### src/rtl/rsms_pkg.sv
// Shared types and constants for the row statistics unit.
package rsms_pkg;

  localparam int VALUE_W    = 16;  // width of one row element
  localparam int ROW_SUM_W  = 21;  // width of the reported row sum
  localparam int FIX_W      = 24;  // width of the reported mean and deviation
  localparam int MEAN_SHIFT = 8;   // fractional bits of the mean
  localparam int DEV_SHIFT  = 16;  // fractional bits of the variance before the root

  typedef enum logic [2:0] {
    ST_ACC,    // accumulating elements
    ST_DRAIN,  // final element still in the squaring stage
    ST_LOAD,   // accumulators final, start the serial multiplier
    ST_MUL,    // forming n*sumsq - sum^2 and n^2
    ST_DIVD,   // dividing the scaled numerator by n^2
    ST_FIN     // root and mean division in flight, then hand over the result
  } rsms_state_t;

endpackage

### src/rtl/rsms_if.sv
// Valid/ready channel interfaces for the element input and the row result.
interface rsms_in_if;
  import rsms_pkg::*;

  logic               valid;
  logic               ready;
  logic [VALUE_W-1:0] value;
  logic               last_element;

  modport source (output valid, output value, output last_element, input ready);
  modport sink   (input valid, input value, input last_element, output ready);
endinterface

interface rsms_out_if;
  import rsms_pkg::*;

  logic                 valid;
  logic                 ready;
  logic [ROW_SUM_W-1:0] row_sum;
  logic [FIX_W-1:0]     row_mean;
  logic [FIX_W-1:0]     row_deviation;
  logic                 too_many;

  modport source (output valid, output row_sum, output row_mean, output row_deviation,
                  output too_many, input ready);
  modport sink   (input valid, input row_sum, input row_mean, input row_deviation,
                  input too_many, output ready);
endinterface

### src/rtl/rsms_accum.sv
// Two-stage accumulator: squares each element, then adds it into the row totals.
module rsms_accum #(
  parameter int MAX_COUNT = 32,
  parameter int CNT_W     = $clog2(MAX_COUNT + 1),
  parameter int SUM_W     = rsms_pkg::VALUE_W + CNT_W,
  parameter int SQS_W     = 2 * rsms_pkg::VALUE_W + CNT_W
) (
  input  logic                         clk,
  input  logic                         rst_n,
  input  logic                         take,
  input  logic [rsms_pkg::VALUE_W-1:0] value,
  input  logic                         clear,
  output logic [CNT_W-1:0]             count,
  output logic [SUM_W-1:0]             sum,
  output logic [SQS_W-1:0]             sum_sq,
  output logic                         ovf
);
  import rsms_pkg::*;

  localparam int SQ_W = 2 * VALUE_W;

  logic               s1_vld_r;
  logic [VALUE_W-1:0] s1_val_r;
  logic [SQ_W-1:0]    s1_sq_r;
  logic [CNT_W-1:0]   count_r;
  logic [SUM_W-1:0]   sum_r;
  logic [SQS_W-1:0]   sum_sq_r;
  logic               ovf_r;

  always_ff @(posedge clk) begin
    if (!rst_n) begin
      s1_vld_r <= 1'b0;
    end else begin
      s1_vld_r <= take;
    end
  end

  // The square is registered before it meets the wide adder.
  always_ff @(posedge clk) begin
    s1_val_r <= value;
    s1_sq_r  <= SQ_W'(value) * SQ_W'(value);
  end

  always_ff @(posedge clk) begin
    if (!rst_n || clear) begin
      count_r  <= '0;
      sum_r    <= '0;
      sum_sq_r <= '0;
      ovf_r    <= 1'b0;
    end else if (s1_vld_r) begin
      if (count_r < CNT_W'(MAX_COUNT)) begin
        count_r  <= count_r + CNT_W'(1);
        sum_r    <= sum_r + SUM_W'(s1_val_r);
        sum_sq_r <= sum_sq_r + SQS_W'(s1_sq_r);
      end else begin
        ovf_r <= 1'b1;
      end
    end
  end

  assign count  = count_r;
  assign sum    = sum_r;
  assign sum_sq = sum_sq_r;
  assign ovf    = ovf_r;

endmodule

### src/rtl/rsms_var.sv
// Bit-serial shift-and-add unit forming n*sumsq - sum^2 and n^2.
module rsms_var #(
  parameter int CNT_W = 6,
  parameter int SUM_W = 22,
  parameter int SQS_W = 38,
  parameter int D_W   = SQS_W + CNT_W,
  parameter int NN_W  = 2 * CNT_W
) (
  input  logic             clk,
  input  logic             rst_n,
  input  logic             start,
  input  logic [CNT_W-1:0] n,
  input  logic [SUM_W-1:0] sum,
  input  logic [SQS_W-1:0] sum_sq,
  output logic             busy,
  output logic [D_W-1:0]   numer,
  output logic [NN_W-1:0]  nn
);
  import rsms_pkg::*;

  localparam int IC_W = $clog2(SUM_W + 1);

  logic             busy_r;
  logic [IC_W-1:0]  cnt_r;
  logic             ph_r;      // low: multiplier bits of n, high: bits of sum
  logic [SUM_W-1:0] mbits_r;
  logic [D_W-1:0]   addend_r;
  logic [NN_W-1:0]  nsh_r;
  logic [D_W-1:0]   numer_r;
  logic [NN_W-1:0]  nn_r;

  always_ff @(posedge clk) begin
    if (!rst_n) begin
      busy_r <= 1'b0;
      cnt_r  <= '0;
      ph_r   <= 1'b0;
    end else if (start) begin
      busy_r <= 1'b1;
      cnt_r  <= IC_W'(CNT_W);
      ph_r   <= 1'b0;
    end else if (busy_r) begin
      if (cnt_r == IC_W'(1)) begin
        if (ph_r) begin
          busy_r <= 1'b0;
        end else begin
          ph_r  <= 1'b1;
          cnt_r <= IC_W'(SUM_W);
        end
      end else begin
        cnt_r <= cnt_r - IC_W'(1);
      end
    end
  end

  always_ff @(posedge clk) begin
    if (start) begin
      mbits_r  <= SUM_W'(n);
      addend_r <= D_W'(sum_sq);
      nsh_r    <= NN_W'(n);
      numer_r  <= '0;
      nn_r     <= '0;
    end else if (busy_r) begin
      if (!ph_r) begin
        if (mbits_r[0]) begin
          numer_r <= numer_r + addend_r;
          nn_r    <= nn_r + nsh_r;
        end
        nsh_r <= nsh_r << 1;
      end else if (mbits_r[0]) begin
        numer_r <= numer_r - addend_r;
      end
      // At the end of the first pass the sum becomes the multiplier and multiplicand.
      if (!ph_r && cnt_r == IC_W'(1)) begin
        mbits_r  <= sum;
        addend_r <= D_W'(sum);
      end else begin
        mbits_r  <= mbits_r >> 1;
        addend_r <= addend_r << 1;
      end
    end
  end

  assign busy  = busy_r;
  assign numer = numer_r;
  assign nn    = nn_r;

endmodule

### src/rtl/rsms_div.sv
// Restoring divider producing one quotient bit per cycle.
module rsms_div #(
  parameter int X_W = 60,
  parameter int Y_W = 12
) (
  input  logic           clk,
  input  logic           rst_n,
  input  logic           start,
  input  logic [X_W-1:0] dividend,
  input  logic [Y_W-1:0] divisor,
  output logic           busy,
  output logic [X_W-1:0] quotient
);
  import rsms_pkg::*;

  localparam int IC_W = $clog2(X_W + 1);

  logic            busy_r;
  logic [IC_W-1:0] cnt_r;
  logic [X_W-1:0]  x_r;    // dividend bits leave at the top, quotient bits enter below
  logic [Y_W-1:0]  rem_r;
  logic [Y_W-1:0]  dvs_r;
  logic [Y_W:0]    trial;
  logic [Y_W:0]    diff;
  logic            ge;

  assign trial = {rem_r, x_r[X_W-1]};
  assign ge    = trial >= {1'b0, dvs_r};
  assign diff  = trial - {1'b0, dvs_r};

  always_ff @(posedge clk) begin
    if (!rst_n) begin
      busy_r <= 1'b0;
      cnt_r  <= '0;
    end else if (start) begin
      busy_r <= 1'b1;
      cnt_r  <= IC_W'(X_W);
    end else if (busy_r) begin
      cnt_r <= cnt_r - IC_W'(1);
      if (cnt_r == IC_W'(1)) begin
        busy_r <= 1'b0;
      end
    end
  end

  always_ff @(posedge clk) begin
    if (start) begin
      x_r   <= dividend;
      rem_r <= '0;
      dvs_r <= divisor;
    end else if (busy_r) begin
      x_r   <= {x_r[X_W-2:0], ge};
      rem_r <= ge ? diff[Y_W-1:0] : trial[Y_W-1:0];
    end
  end

  assign busy     = busy_r;
  assign quotient = x_r;

endmodule

### src/rtl/rsms_sqrt.sv
// Digit-by-digit integer square root, one root bit per cycle.
module rsms_sqrt #(
  parameter int X_W = 60,
  parameter int R_W = X_W / 2
) (
  input  logic           clk,
  input  logic           rst_n,
  input  logic           start,
  input  logic [X_W-1:0] radicand,
  output logic           busy,
  output logic [R_W-1:0] root
);
  import rsms_pkg::*;

  localparam int IC_W = $clog2(R_W + 1);

  logic            busy_r;
  logic [IC_W-1:0] cnt_r;
  logic [X_W-1:0]  x_r;
  logic [R_W:0]    rem_r;
  logic [R_W-1:0]  root_r;
  logic [R_W+2:0]  trial;
  logic [R_W+2:0]  test;
  logic [R_W+2:0]  diff;
  logic            ge;

  // Bring down the next pair of radicand bits and try 4*root + 1.
  assign trial = {rem_r, x_r[X_W-1:X_W-2]};
  assign test  = {1'b0, root_r, 2'b01};
  assign ge    = trial >= test;
  assign diff  = trial - test;

  always_ff @(posedge clk) begin
    if (!rst_n) begin
      busy_r <= 1'b0;
      cnt_r  <= '0;
    end else if (start) begin
      busy_r <= 1'b1;
      cnt_r  <= IC_W'(R_W);
    end else if (busy_r) begin
      cnt_r <= cnt_r - IC_W'(1);
      if (cnt_r == IC_W'(1)) begin
        busy_r <= 1'b0;
      end
    end
  end

  always_ff @(posedge clk) begin
    if (start) begin
      x_r    <= radicand;
      rem_r  <= '0;
      root_r <= '0;
    end else if (busy_r) begin
      x_r    <= {x_r[X_W-3:0], 2'b00};
      rem_r  <= ge ? diff[R_W:0] : trial[R_W:0];
      root_r <= {root_r[R_W-2:0], ge};
    end
  end

  assign busy = busy_r;
  assign root = root_r;

endmodule

### src/rtl/row_sum_mean_stddev_unit.sv
// Row sum, mean and deviation unit: while the unit accumulates, one element is transferred
// per cycle, squared, then added. After the last element of a row the input stalls while the
// serial multiplier runs and the divider runs twice; the square root overlaps the second
// division. The result is presented at the edge that ends the stall, and the stall lasts
// longer only while the previous result still waits to be taken.
// Synchronous active-low reset empties the pipeline, clears all totals and drops any result.
module row_sum_mean_stddev_unit #(
  parameter int MAX_COUNT = 32
) (
  input  logic             clk,
  input  logic             rst_n,
  rsms_in_if.sink          in_ch,
  rsms_out_if.source       out_ch
);
  import rsms_pkg::*;

  // Accumulators are held exactly, so every width follows from the row capacity.
  localparam int CNT_W     = $clog2(MAX_COUNT + 1);
  localparam int SUM_W     = VALUE_W + CNT_W;
  localparam int SQS_W     = 2 * VALUE_W + CNT_W;
  localparam int D_W       = SQS_W + CNT_W;
  localparam int NN_W      = 2 * CNT_W;
  localparam int X_W       = D_W + DEV_SHIFT;
  localparam int R_W       = X_W / 2;
  localparam int SUM_X_W   = SUM_W + ROW_SUM_W;

  rsms_state_t state_r;
  rsms_state_t state_nxt;

  logic             in_take;
  logic             acc_clear;
  logic [CNT_W-1:0] acc_n;
  logic [SUM_W-1:0] acc_sum;
  logic [SQS_W-1:0] acc_sum_sq;
  logic             acc_ovf;

  logic             var_start;
  logic             var_busy;
  logic [D_W-1:0]   var_numer;
  logic [NN_W-1:0]  var_nn;

  logic             div_start;
  logic             div_busy;
  logic [X_W-1:0]   div_dividend;
  logic [NN_W-1:0]  div_divisor;
  logic [X_W-1:0]   div_quo;

  logic             sqrt_start;
  logic             sqrt_busy;
  logic [R_W-1:0]   sqrt_root;

  logic                 out_load;
  logic                 out_valid_r;
  logic                 out_valid_nxt;
  logic [ROW_SUM_W-1:0] out_sum_r;
  logic [FIX_W-1:0]     out_mean_r;
  logic [FIX_W-1:0]     out_dev_r;
  logic                 out_too_many_r;
  logic [SUM_X_W-1:0]   sum_ext;

  // Elements are only taken while accumulating; the last one closes the row.
  assign in_ch.ready = (state_r == ST_ACC);
  assign in_take     = in_ch.valid && in_ch.ready;

  rsms_accum #(
    .MAX_COUNT (MAX_COUNT),
    .CNT_W     (CNT_W),
    .SUM_W     (SUM_W),
    .SQS_W     (SQS_W)
  ) u_accum (
    .clk    (clk),
    .rst_n  (rst_n),
    .take   (in_take),
    .value  (in_ch.value),
    .clear  (acc_clear),
    .count  (acc_n),
    .sum    (acc_sum),
    .sum_sq (acc_sum_sq),
    .ovf    (acc_ovf)
  );

  rsms_var #(
    .CNT_W (CNT_W),
    .SUM_W (SUM_W),
    .SQS_W (SQS_W),
    .D_W   (D_W),
    .NN_W  (NN_W)
  ) u_var (
    .clk    (clk),
    .rst_n  (rst_n),
    .start  (var_start),
    .n      (acc_n),
    .sum    (acc_sum),
    .sum_sq (acc_sum_sq),
    .busy   (var_busy),
    .numer  (var_numer),
    .nn     (var_nn)
  );

  // The one divider serves both quotients: first the scaled variance over n^2,
  // then the scaled sum over n while the root is being extracted.
  always_comb begin
    if (state_r == ST_MUL) begin
      div_dividend = {var_numer, {DEV_SHIFT{1'b0}}};
      div_divisor  = var_nn;
    end else begin
      div_dividend = X_W'({acc_sum, {MEAN_SHIFT{1'b0}}});
      div_divisor  = NN_W'(acc_n);
    end
  end

  rsms_div #(
    .X_W (X_W),
    .Y_W (NN_W)
  ) u_div (
    .clk      (clk),
    .rst_n    (rst_n),
    .start    (div_start),
    .dividend (div_dividend),
    .divisor  (div_divisor),
    .busy     (div_busy),
    .quotient (div_quo)
  );

  rsms_sqrt #(
    .X_W (X_W),
    .R_W (R_W)
  ) u_sqrt (
    .clk      (clk),
    .rst_n    (rst_n),
    .start    (sqrt_start),
    .radicand (div_quo),
    .busy     (sqrt_busy),
    .root     (sqrt_root)
  );

  always_ff @(posedge clk) begin
    if (!rst_n) begin
      state_r <= ST_ACC;
    end else begin
      state_r <= state_nxt;
    end
  end

  // Sequencer for the end-of-row arithmetic. Each unit is started on the edge
  // that enters the state which then waits for it to fall idle.
  always_comb begin
    state_nxt  = state_r;
    var_start  = 1'b0;
    div_start  = 1'b0;
    sqrt_start = 1'b0;
    out_load   = 1'b0;
    acc_clear  = 1'b0;
    case (state_r)
      ST_ACC: begin
        if (in_take && in_ch.last_element) begin
          state_nxt = ST_DRAIN;
        end
      end
      ST_DRAIN: begin
        state_nxt = ST_LOAD;
      end
      ST_LOAD: begin
        var_start = 1'b1;
        state_nxt = ST_MUL;
      end
      ST_MUL: begin
        if (!var_busy) begin
          div_start = 1'b1;
          state_nxt = ST_DIVD;
        end
      end
      ST_DIVD: begin
        if (!div_busy) begin
          sqrt_start = 1'b1;
          div_start  = 1'b1;
          state_nxt  = ST_FIN;
        end
      end
      ST_FIN: begin
        // The result may be handed over once the previous one has been taken.
        if (!div_busy && !sqrt_busy && (!out_valid_r || out_ch.ready)) begin
          out_load  = 1'b1;
          acc_clear = 1'b1;
          state_nxt = ST_ACC;
        end
      end
      default: begin
        state_nxt = ST_ACC;
      end
    endcase
  end

  // Output register: the next row can be accumulated while this result waits.
  always_comb begin
    if (out_load) begin
      out_valid_nxt = 1'b1;
    end else if (out_ch.ready) begin
      out_valid_nxt = 1'b0;
    end else begin
      out_valid_nxt = out_valid_r;
    end
  end

  always_ff @(posedge clk) begin
    if (!rst_n) begin
      out_valid_r <= 1'b0;
    end else begin
      out_valid_r <= out_valid_nxt;
    end
  end

  assign sum_ext = SUM_X_W'(acc_sum);

  always_ff @(posedge clk) begin
    if (out_load) begin
      out_sum_r      <= sum_ext[ROW_SUM_W-1:0];
      out_mean_r     <= div_quo[FIX_W-1:0];
      out_dev_r      <= sqrt_root[FIX_W-1:0];
      out_too_many_r <= acc_ovf;
    end
  end

  assign out_ch.valid         = out_valid_r;
  assign out_ch.row_sum       = out_sum_r;
  assign out_ch.row_mean      = out_mean_r;
  assign out_ch.row_deviation = out_dev_r;
  assign out_ch.too_many      = out_too_many_r;

  // Once a row is closed no further element may be taken until its result is out.
  a_stall_after_last: assert property (@(posedge clk) disable iff (!rst_n)
    (in_take && in_ch.last_element) |=> !in_ch.ready)
    else $error("element taken directly after the last element of a row");

  // The shared divider must never be restarted in the middle of a division.
  a_div_idle_on_start: assert property (@(posedge clk) disable iff (!rst_n)
    div_start |-> !div_busy)
    else $error("divider started while busy");

  a_sqrt_idle_on_start: assert property (@(posedge clk) disable iff (!rst_n)
    sqrt_start |-> !sqrt_busy)
    else $error("square root unit started while busy");

  a_count_bound: assert property (@(posedge clk) disable iff (!rst_n)
    acc_n <= CNT_W'(MAX_COUNT))
    else $error("element count beyond row capacity");

  // A fresh result can only appear at the end of the final arithmetic phase.
  a_result_from_fin: assert property (@(posedge clk) disable iff (!rst_n)
    $rose(out_valid_r) |-> $past(state_r == ST_FIN))
    else $error("result presented outside the final phase");

endmodule
### src/flat_wrapper.sv
// flat-port wrapper written by rule: the top's interface ports become plain ports
module row_sum_mean_stddev_unit_flat import rsms_pkg::*;
#(
  parameter int MAX_COUNT = 32
)
  (clk, rst_n, in_ch_valid, in_ch_value, in_ch_last_element, in_ch_ready, out_ch_valid, out_ch_row_sum, out_ch_row_mean, out_ch_row_deviation, out_ch_too_many, out_ch_ready);
  rsms_in_if in_ch_i ();
  rsms_out_if out_ch_i ();
  input  logic clk;
  input  logic rst_n;
  input wire logic [$bits(in_ch_i.valid)-1:0] in_ch_valid;
  input wire logic [$bits(in_ch_i.value)-1:0] in_ch_value;
  input wire logic [$bits(in_ch_i.last_element)-1:0] in_ch_last_element;
  output wire logic [$bits(in_ch_i.ready)-1:0] in_ch_ready;
  output wire logic [$bits(out_ch_i.valid)-1:0] out_ch_valid;
  output wire logic [$bits(out_ch_i.row_sum)-1:0] out_ch_row_sum;
  output wire logic [$bits(out_ch_i.row_mean)-1:0] out_ch_row_mean;
  output wire logic [$bits(out_ch_i.row_deviation)-1:0] out_ch_row_deviation;
  output wire logic [$bits(out_ch_i.too_many)-1:0] out_ch_too_many;
  input wire logic [$bits(out_ch_i.ready)-1:0] out_ch_ready;
  assign in_ch_i.valid = in_ch_valid;
  assign in_ch_i.value = in_ch_value;
  assign in_ch_i.last_element = in_ch_last_element;
  assign in_ch_ready = in_ch_i.ready;
  assign out_ch_valid = out_ch_i.valid;
  assign out_ch_row_sum = out_ch_i.row_sum;
  assign out_ch_row_mean = out_ch_i.row_mean;
  assign out_ch_row_deviation = out_ch_i.row_deviation;
  assign out_ch_too_many = out_ch_i.too_many;
  assign out_ch_i.ready = out_ch_ready;
  row_sum_mean_stddev_unit #(.MAX_COUNT(MAX_COUNT)) u_core (.clk(clk), .rst_n(rst_n), .in_ch(in_ch_i), .out_ch(out_ch_i));
endmodule
### config.mk
export PLATFORM = sky130hd
export DESIGN_NAME = row_sum_mean_stddev_unit_flat
export DESIGN_NICKNAME = d
export VERILOG_FILES = /design/src/rtl/rsms_pkg.sv /design/src/rtl/rsms_if.sv /design/src/rtl/rsms_accum.sv /design/src/rtl/rsms_var.sv /design/src/rtl/rsms_div.sv /design/src/rtl/rsms_sqrt.sv /design/src/rtl/row_sum_mean_stddev_unit.sv /design/src/flat_wrapper.sv
export SDC_FILE = /design/constraint.sdc
export NUM_CORES = 2
export LEC_CHECK = 0
export ABC_AREA = 1
export BUFFER_PORTS_ARGS = -buffer_cell sky130_fd_sc_hd__buf_2
export CORE_ASPECT_RATIO = 0.6
export CORE_MARGIN = 5
export CORE_UTILIZATION = 35
export CTS_BUF_LIST = sky130_fd_sc_hd__clkbuf_2
export CTS_CLUSTER_DIAMETER = 50
export DETAILED_ROUTE_END_ITERATION = 6
export GPL_TIMING_DRIVEN = 0
export MAX_ROUTING_LAYER = met4
export PLACE_DENSITY = 0.51
export SYNTH_ARGS = -nofsm -noshare
export SYNTH_HDL_FRONTEND = slang
export SYNTH_SLANG_ARGS = --single-unit
### constraint.sdc
create_clock -name clk -period 5.51 [get_ports clk]
set_input_delay 0.551 -clock clk [delete_from_list [all_inputs] [get_ports clk]]
set_output_delay 0.551 -clock clk [all_outputs]
set_load 0.05 [all_outputs]
# After elaboration in Yosys (flattened, before gate mapping)
# Index checks and enable logic that the tools add are counted.
# W data, S select, Z words.
[op_classes]
n_addsub = 11
n_reduce_logical = 30
eq_ne = 15
bitwise = 3
order_cmp = 3
n_mul = 1
n_mux = 52
[op_table]
columns = ["cell", "count"]
rows = [
  ["$mux W60", 5],
  ["$mux W44", 4],
  ["$mux W38", 2],
  ["$mux W6", 8],
  ["$add A44 B44 Y44", 1],
  ["$sub A44 B44 Y44", 1],
  ["$add A38 B32 Y38", 1],
  ["$ge A33 B32 Y1", 1],
  ["$mul A16 B16 Y32", 1],
  ["$mux W31", 1],
  ["$sub A31 B31 Y31", 1],
  ["$add A22 B16 Y22", 1],
  ["$mux W22", 1],
  ["$mux W5", 4],
  ["$mux W1", 18],
  ["$mux W3", 6],
  ["$pmux W3 S6", 1],
  ["$reduce_and A2 Y1", 8],
  ["$ge A13 B12 Y1", 1],
  ["$add A12 B12 Y12", 1],
  ["$mux W12", 1],
  ["$sub A12 B12 Y12", 1],
  ["$eq A5 B1 Y1 const B", 2],
  ["$ne A2 B2 Y1 const B", 5],
  ["other kinds (20)", 39],
]
[word_totals]
wordCells = 153
ff_bits = 549
inputBits = 21
output_inout_bits = 72

# Logic depth before layout (Yosys ltp)
[logic_depth]
word_depth = 6
mapped_depth = 29
ltp_nobuf = 29

# Cells and area by module
# Synthesis repeated with hierarchy kept, for this count alone.
[unflattened]
cells_unflattened = 5537
area_unflattened_um2 = 40217.3
[modules_own_cells]
columns = ["module", "cells_each", "n_inst", "area_per_inst_um2"]
rows = [
  ["rsms_accum", 2089, 1, 14700.3],
  ["rsms_var", 1618, 1, 10541.4],
  ["rsms_sqrt", 1008, 1, 7332.0],
  ["rsms_div", 549, 1, 4635.7],
  ["row_sum_mean_stddev_unit", 273, 1, 3007.9],
]

# Least setup slack after synthesis
# No wires, ideal clock.
[synth_timing]
kind = "input to register"
from = "input in_ch_value[15]"
to = "register u_core.u_accum.s1_sq_r[30]"
n_path_buf = 2
t_arrival_ns = 5.684
cell_stages = 23
slack_ns = -0.286
required_time_ns = 5.398
setup_time_ns = 0.112
path_cell_list = "clkbuf_1 -> clkbuf_1 -> nand2_1 -> fa_1 -> inv_1 -> fa_1 -> fa_1 -> fa_1 -> fa_1 -> inv_1 -> fa_1 -> inv_1 -> ha_1 -> nand2_1 -> inv_1 -> nand2_1 -> nor3_1 -> nand4_1 -> nand3_1 -> a21o_1 -> nand2_1 -> nand3_1 -> nand2_1"
[synth_via]
elab_chain_cells = 1
[synth_lines]
columns = ["item", "line", "rtl"]
rows = [
  ["start, declared", "flat_wrapper.sv:12", "input wire logic [$bits(in_ch_i.value)-1:0] in_ch_value;"],
  ["$mul A16 B16 Y32", "rsms_accum.sv:41", "s1_sq_r <= SQ_W'(value) * SQ_W'(value);"],
  ["end signal, assigned", "rsms_accum.sv:41", ""],
  ["end, declared", "rsms_accum.sv:24", "logic [SQ_W-1:0] s1_sq_r;"],
]
# Every way passes these cells.
# A chain may end at the register's enable or synchronous reset.

# Worst setup path in the final report
[layout_timing]
from = "input in_ch_value[5]"
to = "register u_core.u_accum.s1_sq_r[29]"
# Same word-level chain as after synthesis.

==> summary.txt <==
Clock tree
  • CTS tree: yes
  • CTS sink cnt: 547
  • H-tree levels: 4
  • TritonCTS Buffers: 143
  • Root Driver: clkbuf_2
  • Clock Path Buffers: 3
  • Setup Buffers After CTS: 0
  • Register clock-pin slew on the reported worst setup and hold paths: 0.11 ns
  • Clock latency on the worst-skew pair: 1.54 ns

Routing
  • Met2 wire length: 46400 µm
  • WL final: 128000 µm
  • Vias per cell: 5.05
  • Top Layer Used: met4
  • DR pass1 iterations: 7
  • DRT antenna net count: 0
  • Remaining DRCs: 1
  • Wire length per cell: 18.9 µm
  • Initial detailed-routing violation count: 3573
  • Vias: 34300
  • Routed metal-1 wirelength: 67500 µm
  • WL met3: 12900 µm

Die
  • Die Wd: 437 µm
  • I/O pins: 93
  • Initial Util: 0.355
  • Core area: 0.108 mm²
  • Die height: 266 µm
  • Die ar.: 0.116 mm²
  • Row Count: 93

Layout
  • Most common cell after layout, fill and taps aside: nand2_1
  • Most frequent cells in the layout: nand2_1, inv_1, nor2_1
  • Area Growth Syn to Fin: 11.7%
  • Final design utilization: 0.396
  • Layout cells sized above 1: 0.0916
  • Final instance area: 0.0427 mm²
  • Post-layout net count: 5675

Timing
  • Fmax: 0.188 GHz
  • RSZ-0062 raised after global routing: false
  • Setup violations, final: 0
  • TNS Setup: 0 ns
  • Slew at the pin closest to its max-slew limit: 1.17 ns
  • Endpoints failing hold: 0
  • Fin crit share: 0.968
  • Clock Skew: 0.125 ns
  • Final Max Slew Viols: 0
  • Min Tclk post-route: 5.33 ns
  • Slew margin rel.: 0.220
  • Hold Worst Slack: 0.224 ns

Synthesis
  • Post-synth net total: 5390
  • Seq/Total Area, Yosys: 0.352
  • Syn. warnings: 0
  • Dominant cell type by area after synthesis: edfxtp_1
  • Post-synth EDFFs: 252
  • Yosys cell types: 59
  • Yosys top cell area share: 0.198
  • Syn Area/Cell: 7.73 µm²
  • Post-synth ARST share: 0
  • Largest cells by area after synthesis: edfxtp_1, dfxtp_1, nand2_1
  • Top FF cell, synth: dfxtp_1
  • Yosys reg bits: 547
  • Post-synthesis cell count: 4950
  • Cell area after synthesis: 0.0382 mm²

Power
  • Power per cell area: 639 mW/mm²
  • Leak pwr: 0.0209 µW
  • Peak VDD IR: 0.682 mV

Global route
  • First-pass GRT wire length: 196000 µm
  • Number of global-route vias before repair: 32300
  • All-Layer GR Usage: 0.226
  • Global route total overflow: 0
  • Largest net degree at the start of global routing: 62
  • Initial antenna violation count: 7

Critical path
  • Crit Path Category: in -> reg
  • Crit path max fanout: 10
  • Worst setup SP type: input pin
  • Worst endpoint required time: 6.92 ns
  • CP endpoint kind: flip-flop
  • WP data arrival: 6.74 ns

Placed design
  • Final HPWL DP: 103000 µm
  • Routability cong.: 0.963
  • Port Buffer Count: 92
  • Area post-placement: 0.0408 mm²

Hold path
  • Worst min path class: in -> reg

Status
  • Status: finished, violations left
  • Failing checks: DRC

Run
  • Max_cap viols: 0
[critical path, cell delays in order]
cell	delay [ns]
dlygate4sd3_1	0.52
buf_2	0.31
clkbuf_8	0.27
nand2_1	0.12
fa_1	0.53
inv_1	0.05
fa_1	0.46
fa_1	0.52
fa_1	0.51
fa_1	0.54
inv_1	0.05
fa_1	0.53
inv_1	0.04
ha_1	0.37
nand2_2	0.15
nor4_4	0.38
nand4_1	0.23
nand3_2	0.21
nand2_1	0.09
nand3b_1	0.11
xor2_1	0.15
[state kept, by name, indices dropped and copies added, names as in the netlist, 12 cells and up]
name / count
u_core.u_div.quotient: 60
u_core.u_sqrt.x_r: 60
u_core.u_var.addend_r: 44
u_core.u_var.numer: 44
u_core.u_accum.sum_sq: 38
u_core.u_accum.s1_sq_r: 31
u_core.u_sqrt.rem_r: 31
u_core.u_sqrt.root: 30
u_core.out_ch.row_deviation: 24
u_core.out_ch.row_mean: 24
u_core.u_accum.sum: 22
u_core.u_var.mbits_r: 22
u_core.out_ch.row_sum: 21
u_core.u_accum.s1_val_r: 15
u_core.u_div.dvs_r: 12
u_core.u_div.rem_r: 12
u_core.u_var.nn: 12
u_core.u_var.nsh_r: 12
[cells by family after synthesis]
kind of cell | synth area share
AO/OA/AOI/OAI | 0.134
XOR/XNOR | 0.0350
adder cells (fa/ha/maj) | 0.170
buffers and inverters | 0.107
flip-flops | 0.352
multiplexers | 0.000818
AND/OR/NAND/NOR | 0.200
[cells in the mapped netlist (34+ instances only)]
library cell,instances
buf_2,38
dfxtp_1,295
edfxtp_1,252
nand3_1,255
a21oi_1,299
o21bai_1,43
inv_1,904
xor2_1,119
nor2_1,386
o21ai_0,374
nor3_1,46
clkbuf_1,95
ha_1,251
fa_1,168
nand2_1,1041
xnor2_1,34
[metrics by stage]
stage | setup slack (ns) | std cells | total power (µW)
floorplan | 0.00531 | 4950 | 18700
global placement | -1.38 | 6467 | 23400
detailed placement | -1.40 | 6475 | 23400
CTS | 0.0682 | 6782 | 26800
global route | 0.0423 | 6786 | 30000
finish | 0.177 | 6787 | 27300
[where the power goes]
| group | internal [µW] | leakage (µW) | switching (µW) |
|---|---|---|---|
| clock network | 1220 | 0.00104 | 1950 |
| logic | 6000 | 0.0151 | 11700 |
| registers | 5600 | 0.00475 | 865 |
| total | 12800 | 0.0209 | 14500 |
[area by class of cell]
cell class              count  area [µm²]
well taps                1425        1780
multi-input cells        3337       20800
plain buffers             145         763
diodes                     10        25.0
fillers                 11400       65100
clock buffers             217        1090
clock inverters            45         307
inverters                 916        3440
repair buffers            145        1050
flip-flops and latches    547       13500
[layer usage]
metal	GRT usage	up-vias
met5	-	-
met4	0.0434	0
met2	0.280	1267
li1	-	16700
met1	0.357	16200
met3	0.0592	124
[final timing paths]
check,from,end,cells past startpoint,slack (ns)
hold / removal,rst_n,u_core.u_accum.sum[21],6,0.22
hold reg to reg,u_core.u_div.quotient[20],u_core.out_ch.row_mean[20],0,0.43
setup reg to reg,u_core.u_var.addend_r[0],u_core.u_var.numer[41],21,0.96
setup / recovery,in_ch_value[5],u_core.u_accum.s1_sq_r[29],21,0.18
[what timing repair did]
action,in CTS,in global routing
setup endpoints to repair,0,11
resized for setup,0,39
endpoints found under the hold margin,138,0
hold buffers,45,0
(Power assumes the default switching activity.)
